==> src/rtl/dtt_pkg.sv <==
// ----------------------------------------------------------------------------
// dtt_pkg
// Shared types and codes for the duration timer table.
// ----------------------------------------------------------------------------
package dtt_pkg;

  typedef enum logic [1:0] {
    ACT_TICK   = 2'd0,
    ACT_ADD    = 2'd1,
    ACT_DELETE = 2'd2,
    ACT_NOP    = 2'd3
  } action_t;

  typedef enum logic [1:0] {
    KIND_FIRED = 2'd0,
    KIND_ADDED = 2'd1,
    KIND_FULL  = 2'd2,
    KIND_DONE  = 2'd3
  } kind_t;

  typedef struct packed {
    logic [1:0]  action;
    logic [31:0] elapsed;
    logic [31:0] target;
    logic        periodic;
    logic [7:0]  owner;
  } in_word_t;

  typedef struct packed {
    logic [1:0]  kind;
    logic [15:0] timer_id;
    logic [7:0]  fired_owner;
    logic [31:0] accumulated;
    logic        last;
  } out_word_t;

endpackage

==> src/rtl/dtt_queue.sv <==
// ----------------------------------------------------------------------------
// dtt_queue
// Two-entry word queue between the front and back parts.
// ----------------------------------------------------------------------------
module dtt_queue (
  input  logic              clk,
  input  logic              rst,
  input  dtt_pkg::in_word_t wr_data,
  input  logic              wr_valid,
  output logic              wr_ready,
  output dtt_pkg::in_word_t rd_data,
  output logic              rd_valid,
  input  logic              rd_ready
);

  dtt_pkg::in_word_t mem [2];
  logic       wr_ptr;
  logic       rd_ptr;
  logic [1:0] count;
  logic       do_wr;
  logic       do_rd;

  assign wr_ready = (count != 2'd2);
  assign rd_valid = (count != 2'd0);
  assign rd_data  = mem[rd_ptr];
  assign do_wr    = wr_valid && wr_ready;
  assign do_rd    = rd_valid && rd_ready;

  always_ff @(posedge clk) begin
    if (do_wr) begin
      mem[wr_ptr] <= wr_data;
    end
    if (rst) begin
      wr_ptr <= 1'b0;
      rd_ptr <= 1'b0;
      count  <= 2'd0;
    end else begin
      if (do_wr) wr_ptr <= ~wr_ptr;
      if (do_rd) rd_ptr <= ~rd_ptr;
      count <= count + {1'b0, do_wr} - {1'b0, do_rd};
    end
  end

endmodule

==> src/rtl/dtt_engine.sv <==
// ----------------------------------------------------------------------------
// dtt_engine
// Back part: holds the slot table, runs adds, deletes and the tick scan.
// ----------------------------------------------------------------------------
module dtt_engine #(
  parameter int TIMER_SLOTS = 16
) (
  input  logic               clk,
  input  logic               rst,
  input  dtt_pkg::in_word_t  cmd,
  input  logic               cmd_valid,
  output logic               cmd_ready,
  output dtt_pkg::out_word_t res,
  output logic               res_valid,
  input  logic               res_ready
);

  localparam int IW = (TIMER_SLOTS > 1) ? $clog2(TIMER_SLOTS) : 1;

  typedef enum logic [1:0] {
    ST_IDLE,
    ST_SCAN,
    ST_DONE
  } state_t;

  state_t state;
  logic [IW-1:0] scan;
  logic [31:0] elapsed;

  logic [TIMER_SLOTS-1:0] slot_used;
  logic [TIMER_SLOTS-1:0] slot_waiting_join;
  logic [TIMER_SLOTS-1:0] slot_marked_delete;
  logic        slot_periodic    [TIMER_SLOTS];
  logic [31:0] slot_target      [TIMER_SLOTS];
  logic [31:0] slot_accumulated [TIMER_SLOTS];
  logic [15:0] slot_id          [TIMER_SLOTS];
  logic [7:0]  slot_owner       [TIMER_SLOTS];
  logic [15:0] next_timer_id;

  logic                   free_found;
  logic [IW-1:0]          free_idx;
  logic [32:0]            sum_wide;
  logic [31:0]            sum;
  logic                   active;
  logic                   fires;
  logic                   out_free;
  logic [TIMER_SLOTS-1:0] del_hit;
  dtt_pkg::out_word_t     res_next;
  logic                   res_load;
  logic                   res_valid_next;

  always_comb begin
    free_found = 1'b0;
    free_idx   = '0;
    for (int i = TIMER_SLOTS - 1; i >= 0; i--) begin
      if (!slot_used[i]) begin
        free_found = 1'b1;
        free_idx   = IW'(i);
      end
    end
  end

  always_comb begin
    for (int i = 0; i < TIMER_SLOTS; i++) begin
      del_hit[i] = slot_used[i] && !slot_waiting_join[i] && (slot_owner[i] == cmd.owner);
    end
  end

  assign sum_wide  = {1'b0, slot_accumulated[scan]} + {1'b0, elapsed};
  assign sum       = sum_wide[32] ? 32'hFFFF_FFFF : sum_wide[31:0];
  assign active    = slot_used[scan] && !slot_waiting_join[scan];
  assign fires     = active && (sum >= slot_target[scan]);
  assign out_free  = !res_valid || res_ready;
  assign cmd_ready = (state == ST_IDLE) && out_free;

  always_comb begin
    res_next       = '0;
    res_next.kind  = dtt_pkg::KIND_DONE;
    res_next.last  = 1'b1;
    res_load       = 1'b0;
    res_valid_next = res_valid && !res_ready;
    unique case (state)
      ST_IDLE: begin
        if (cmd_valid && out_free &&
            dtt_pkg::action_t'(cmd.action) != dtt_pkg::ACT_TICK) begin
          res_load       = 1'b1;
          res_valid_next = 1'b1;
          if (dtt_pkg::action_t'(cmd.action) == dtt_pkg::ACT_ADD) begin
            if (free_found) begin
              res_next.kind     = dtt_pkg::KIND_ADDED;
              res_next.timer_id = next_timer_id;
            end else begin
              res_next.kind = dtt_pkg::KIND_FULL;
            end
          end
        end
      end
      ST_SCAN: begin
        if (out_free && fires) begin
          res_load             = 1'b1;
          res_valid_next       = 1'b1;
          res_next.kind        = dtt_pkg::KIND_FIRED;
          res_next.timer_id    = slot_id[scan];
          res_next.fired_owner = slot_owner[scan];
          res_next.accumulated = sum;
          res_next.last        = 1'b0;
        end
      end
      ST_DONE: begin
        if (out_free) begin
          res_load       = 1'b1;
          res_valid_next = 1'b1;
        end
      end
      default: ;
    endcase
  end

  always_ff @(posedge clk) begin
    if (rst) begin
      state              <= ST_IDLE;
      scan               <= '0;
      slot_used          <= '0;
      slot_waiting_join  <= '0;
      slot_marked_delete <= '0;
      next_timer_id      <= '0;
      res_valid          <= 1'b0;
    end else begin
      res_valid <= res_valid_next;
      if (res_load) begin
        res <= res_next;
      end
      unique case (state)
        ST_IDLE: begin
          if (cmd_valid && out_free) begin
            unique case (dtt_pkg::action_t'(cmd.action))
              dtt_pkg::ACT_TICK: begin
                elapsed            <= cmd.elapsed;
                slot_used          <= slot_used & ~slot_marked_delete;
                slot_waiting_join  <= slot_waiting_join & ~slot_marked_delete;
                slot_marked_delete <= '0;
                scan               <= '0;
                state              <= ST_SCAN;
              end
              dtt_pkg::ACT_ADD: begin
                if (free_found) begin
                  slot_used[free_idx]          <= 1'b1;
                  slot_waiting_join[free_idx]  <= 1'b1;
                  slot_marked_delete[free_idx] <= 1'b0;
                  slot_periodic[free_idx]      <= cmd.periodic;
                  slot_target[free_idx]        <= cmd.target;
                  slot_accumulated[free_idx]   <= '0;
                  slot_id[free_idx]            <= next_timer_id;
                  slot_owner[free_idx]         <= cmd.owner;
                  next_timer_id                <= next_timer_id + 16'd1;
                end
              end
              dtt_pkg::ACT_DELETE: begin
                slot_marked_delete <= slot_marked_delete | del_hit;
              end
              default: ;
            endcase
          end
        end
        ST_SCAN: begin
          if (out_free) begin
            if (active) begin
              slot_accumulated[scan] <= (fires && slot_periodic[scan]) ? 32'd0 : sum;
            end
            if (fires && !slot_periodic[scan]) begin
              slot_used[scan] <= 1'b0;
            end
            if (32'(scan) == TIMER_SLOTS - 1) begin
              state <= ST_DONE;
            end else begin
              scan <= scan + IW'(1);
            end
          end
        end
        ST_DONE: begin
          if (out_free) begin
            slot_waiting_join <= '0;
            state             <= ST_IDLE;
          end
        end
        default: state <= ST_IDLE;
      endcase
    end
  end

endmodule

==> src/rtl/duration_timer_table_core.sv <==
// ----------------------------------------------------------------------------
// duration_timer_table_core
// Timer table: a queue front end feeding a slot-scan back end.
// ----------------------------------------------------------------------------
// add, delete and no-op: pass the queue entry, then the result register
// tick: one slot per cycle while the output is free, then a done word
// throughput: one add/delete per cycle if out_ready; a tick blocks commands
// reset: synchronous, clears all slots, the queue and the id counter
module duration_timer_table_core #(
  parameter int TIMER_SLOTS = 16
) (
  input  logic               clk,
  input  logic               rst,
  input  dtt_pkg::in_word_t  in_data,
  input  logic               in_valid,
  output logic               in_ready,
  output dtt_pkg::out_word_t out_data,
  output logic               out_valid,
  input  logic               out_ready
);

  dtt_pkg::in_word_t q_data;
  logic              q_valid;
  logic              q_ready;

  dtt_queue u_queue (
    .clk      (clk),
    .rst      (rst),
    .wr_data  (in_data),
    .wr_valid (in_valid),
    .wr_ready (in_ready),
    .rd_data  (q_data),
    .rd_valid (q_valid),
    .rd_ready (q_ready)
  );

  dtt_engine #(.TIMER_SLOTS(TIMER_SLOTS)) u_engine (
    .clk       (clk),
    .rst       (rst),
    .cmd       (q_data),
    .cmd_valid (q_valid),
    .cmd_ready (q_ready),
    .res       (out_data),
    .res_valid (out_valid),
    .res_ready (out_ready)
  );

endmodule
==> config.mk <==
export PLATFORM = sky130hd
export DESIGN_NAME = duration_timer_table_core
export DESIGN_NICKNAME = d
export VERILOG_FILES = /design/src/rtl/dtt_pkg.sv /design/src/rtl/dtt_queue.sv /design/src/rtl/dtt_engine.sv /design/src/rtl/duration_timer_table_core.sv
export SDC_FILE = /design/constraint.sdc
export NUM_CORES = 2
export LEC_CHECK = 0
export BUFFER_PORTS_ARGS = -buffer_cell sky130_fd_sc_hd__buf_2
export CAP_MARGIN = 20
export CORE_ASPECT_RATIO = 1.25
export CORE_UTILIZATION = 47
export CTS_BUF_LIST = sky130_fd_sc_hd__clkbuf_4
export DETAILED_ROUTE_END_ITERATION = 6
export PLACE_DENSITY = 0.66
export SYNTH_ARGS = -nofsm -noshare
export SYNTH_HDL_FRONTEND = slang
export SYNTH_SLANG_ARGS = --single-unit
==> constraint.sdc <==
create_clock -name clk -period 12.1 [get_ports clk]
set_clock_uncertainty 0.15 [all_clocks]
set_input_delay 1.21 -clock clk [delete_from_list [all_inputs] [get_ports clk]]
set_output_delay 1.21 -clock clk [all_outputs]
set_load 0.005 [all_outputs]
==> metrics.txt <==
# TYPE chip_impl_metric gauge
chip_impl_info{name="crit_path_end_kind",value="register"} 1
chip_impl_metric{name="detail_route.vias_per_cell",unit=""} 5.864
chip_impl_metric{name="dr.first_iter.drc_count",unit=""} 3605
chip_impl_info{name="ctsRootBufferMaster",value="sky130_fd_sc_hd__clkbuf_4"} 1
chip_impl_metric{name="ios",unit=""} 140
chip_impl_info{name="crit_path_top_delay_cell",value="sky130_fd_sc_hd__a21boi_1"} 1
chip_impl_metric{name="yosys_register_bits",unit=""} 1745
chip_impl_metric{name="cts_made_buffers",unit=""} 430
chip_impl_metric{name="dpl.hpwl",unit="µm"} 99790
chip_impl_info{name="status",value="finished, final reports clean"} 1
chip_impl_metric{name="p_per_area",unit="mW/mm²"} 176.2
chip_impl_metric{name="worst_path_largest_cell_delay",unit="ns"} 0.90
chip_impl_info{name="path_cells",value="buf_4, mux4_2, mux4_2, ha_1, a21o_1, a221oi_2, nor4_1, o21ai_1, a21oi_1, o211ai_1, and2_2, nand2b_1, ha_1, a21o_1, a21o_1, a21oi_1, o2111ai_1, a21boi_0, o21a_1, o31a_2, a21boi_1"} 1
chip_impl_metric{name="setup_viol",unit=""} 0
chip_impl_metric{name="yosys_warnings",unit=""} 0
chip_impl_metric{name="synth.net_count",unit=""} 3838
chip_impl_metric{name="wire_per_inst",unit="µm"} 27.11
chip_impl_metric{name="floorplan.die.height",unit="µm"} 438.0
chip_impl_metric{name="track_usage",unit="%"} 23.30
chip_impl_metric{name="vdd.ir_drop.worst",unit="µV"} 138.8
chip_impl_metric{name="remaining_global_route_overflow",unit=""} 0
chip_impl_metric{name="final.min_clock_period",unit="ns"} 9.529
chip_impl_info{name="criticalPathCategory",value="reg -> reg"} 1
chip_impl_metric{name="finalInstanceArea",unit="mm²"} 0.08085
chip_impl_metric{name="chipWidth",unit="µm"} 350.8
chip_impl_info{name="rsz0062_at_grt",value="no"} 1
chip_impl_metric{name="synth.yosys.seq_area_share",unit="%"} 72.19
chip_impl_info{name="start_kind",value="register"} 1
chip_impl_metric{name="ctsResizeCount",unit=""} 0
chip_impl_metric{name="worst_pin_slew",unit="ns"} 1.095
chip_impl_metric{name="rows",unit=""} 159
chip_impl_metric{name="timing.setup.tns",unit="ns"} 0
chip_impl_metric{name="drive_gt1_share",unit="%"} 32.50
chip_impl_metric{name="drv_cap",unit=""} 0
chip_impl_metric{name="finalCritPeriodShare",unit="%"} 78.75
chip_impl_metric{name="initial_antenna_violation_count",unit=""} 9
chip_impl_metric{name="floorplan.initialDensity",unit="%"} 47.46
chip_impl_info{name="tritoncts",value="built"} 1
chip_impl_metric{name="antenna_left",unit=""} 0
chip_impl_metric{name="routed_wire_length",unit="µm"} 177600
chip_impl_metric{name="leakagePower",unit="nW"} 25.77
chip_impl_metric{name="synth-async-reset-ratio",unit="%"} 0
chip_impl_metric{name="netlist-cell-type-count",unit=""} 83
chip_impl_metric{name="layout.core_utilization",unit="%"} 53.69
chip_impl_metric{name="clk-insertion-delay-late",unit="ns"} 1.37
chip_impl_metric{name="post_dp_cell_area",unit="mm²"} 0.07487
chip_impl_metric{name="synth_enable_flop_cells",unit=""} 1665
chip_impl_metric{name="gp_routability_congestion",unit=""} 0.9367
chip_impl_metric{name="post_synth_instance_area",unit="mm²"} 0.07148
chip_impl_info{name="synthTopCellsByArea",value="sky130_fd_sc_hd__edfxtp_1 70%, sky130_fd_sc_hd__mux4_2 14%, sky130_fd_sc_hd__dfxtp_1 2.2%"} 1
chip_impl_metric{name="final-max-slew-violation-count",unit=""} 0
chip_impl_metric{name="vias",unit=""} 38410
chip_impl_metric{name="num-nets-final",unit=""} 4385
chip_impl_metric{name="clock_sinks",unit=""} 1745
chip_impl_metric{name="critPathMaxFanout",unit=""} 39
chip_impl_metric{name="cts.path.max_buffers",unit=""} 4
chip_impl_metric{name="slew_headroom",unit="%"} 26.22
chip_impl_metric{name="detail_route.drc_violations",unit=""} 0
chip_impl_metric{name="grt_max_degree",unit=""} 119
chip_impl_metric{name="first_global_vias",unit=""} 39480
chip_impl_metric{name="syn_avg_cell_area",unit="µm²"} 19.43
chip_impl_metric{name="wire_length_of_the_first_global_routing_pass",unit="µm"} 259200
chip_impl_metric{name="synthesis.instances",unit=""} 3679
chip_impl_metric{name="finalHoldViolations",unit=""} 0
chip_impl_metric{name="required",unit="ns"} 12.92
chip_impl_metric{name="design.die.area",unit="mm²"} 0.1537
chip_impl_metric{name="ctsHtreeMaxLevel",unit=""} 5
chip_impl_info{name="synth_top_cell_by_area",value="sky130_fd_sc_hd__edfxtp_1"} 1
chip_impl_metric{name="max_freq",unit="GHz"} 0.1049
chip_impl_info{name="ys.flop_type",value="sky130_fd_sc_hd__edfxtp_1"} 1
chip_impl_metric{name="io_buffers",unit=""} 139
chip_impl_metric{name="fp.coreArea",unit="mm²"} 0.1506
chip_impl_metric{name="yosysTopAreaCellShare",unit="%"} 69.95
chip_impl_metric{name="area_growth",unit="%"} 13.11
chip_impl_info{name="critical_path.most_common_cell",value="sky130_fd_sc_hd__a21o_1"} 1
chip_impl_metric{name="cts.reportedPaths.clkPinSlew",unit="ns"} 0.07
chip_impl_metric{name="power",unit="mW"} 14.24
chip_impl_metric{name="drt_pass1_iterations",unit=""} 5
chip_impl_info{name="class_of_the_tightest_hold_or_removal_check",value="in -> reg"} 1
chip_impl_metric{name="critPathArrivalTime",unit="ns"} 10.34
cells by family after synthesis:
group           Yosys count  synth area share [%]
fa+ha+maj                80                 1.411
mux                     526                 15.43
xor+xnor                167                 2.046
buf+inv                 278                 1.617
simple gates            456                 3.256
flops                  1745                 72.19
compound gates          427                 4.052
layout make-up:
| type | instances | area (µm²) |
|---|---|---|
| inverter | 91 | 341.6 |
| fill | 11920 | 69750 |
| tap | 2012 | 2517 |
| sequential | 1745 | 51620 |
| multi-input combinational | 1656 | 18990 |
| clock buffer | 606 | 4549 |
| timing repair buffer | 302 | 2161 |
| antenna | 13 | 32.53 |
| clock inverter | 126 | 635.6 |
critical path: cells and delay by family (launching register included):
kind | cells | cell delay, ns
compound gates | 13 | 4.69
fa+ha+maj | 2 | 0.68
buf+inv | 1 | 0.73
flops | 1 | 0.72
mux | 2 | 1.10
simple gates | 3 | 1.02
cell usage after synthesis, drive strengths merged, types with 11 or more instances:
master and instances:
xor2 70, nor2b 19, and3 13, nor4 18, o211ai 11, mux2 66
a31oi 19, a21o 26, o21a 65, ha 79, nand2b 31, mux2i 12
edfxtp 1665, nor2 103, inv 90, dfxtp 80, nand3 39, a221oi 19
nand4 34, buf 87, o21ai 65, clkbuf 100, nand2 83, and2 21
nor3 68, xnor2 97, a22o 17, a21oi 130, a211oi 19, mux4 448
registers in the layout, summed over array words and instances, names as in the netlist, 2 cells and up, named ones only:
signal and flops:
u_engine.slot_used 16, u_engine.state 2, u_queue.count 2, u_engine.slot_target 512, u_engine.slot_marked_delete 16, u_engine.res 59
u_engine.elapsed 32, u_engine.slot_periodic 16, u_engine.slot_accumulated 512, u_engine.scan 4, u_engine.slot_waiting_join 16, u_engine.next_timer_id 16
u_queue.mem 150, u_engine.slot_owner 128, u_engine.slot_id 256
metal layers:
metal | vias to the layer above | global-route usage (%) | wire length [µm]
met3 | 302 | 4.814 | 11640
met5 | - | 0 | 22
met1 | 20140 | 30.35 | 70900
li1 | 16440 | - | -
met4 | 4 | 7.297 | 4573
met2 | 1528 | 39.25 | 90430
per-stage QoR:
stage	cells	worst slack (ns)	hold slack (ns)
final	6551	2.571	0.2280
after global routing	6551	2.076	0.1290
after CTS	6537	2.465	0.1068
after detailed placement	5730	2.628	0.2993
after global placement	5729	2.750	0.2921
after floorplan	3679	1.036	0.2784
cells in the final DEF (no fill, tap or decap), types with 82 or more instances in the layout:
master                     instances
sky130_fd_sc_hd__buf_2           139
sky130_fd_sc_hd__buf_4            83
sky130_fd_sc_hd__edfxtp_1       1665
sky130_fd_sc_hd__inv_1            89
sky130_fd_sc_hd__mux4_2          448
sky130_fd_sc_hd__clkbuf_4        606
sky130_fd_sc_hd__nand2_1          82
sky130_fd_sc_hd__a21oi_1         129
sky130_fd_sc_hd__xnor2_1          97
sky130_fd_sc_hd__clkinv_1         96
power by group:
part	internal (mW)	switching, mW	total (mW)
clock network	2.40	2.27	4.68
registers	7.04	0.100	7.14
logic	0.871	1.56	2.43
total	10.3	3.93	14.2
final timing paths:
| path | start | endpoint | slack [ns] | cells past startpoint |
|---|---|---|---|---|
| setup / recovery | register | u_engine.slot_accumulated[7][16] | 2.57 | 21 |
| hold / removal | out_ready | u_engine.res_valid | 0.23 | 3 |
| setup reg to reg | register | u_engine.slot_accumulated[7][16] | 2.57 | 21 |
| hold reg to reg | u_engine.slot_marked_delete[9] | u_engine.slot_marked_delete[9] | 0.30 | 2 |
timing repair:
action                                  in CTS  in global routing
hold buffers                                75                  0
endpoints found under the setup margin       0                  0
hold endpoints to repair                   150                  0
setup buffers                                0                  0
Power figures use the tool's default switching activity.
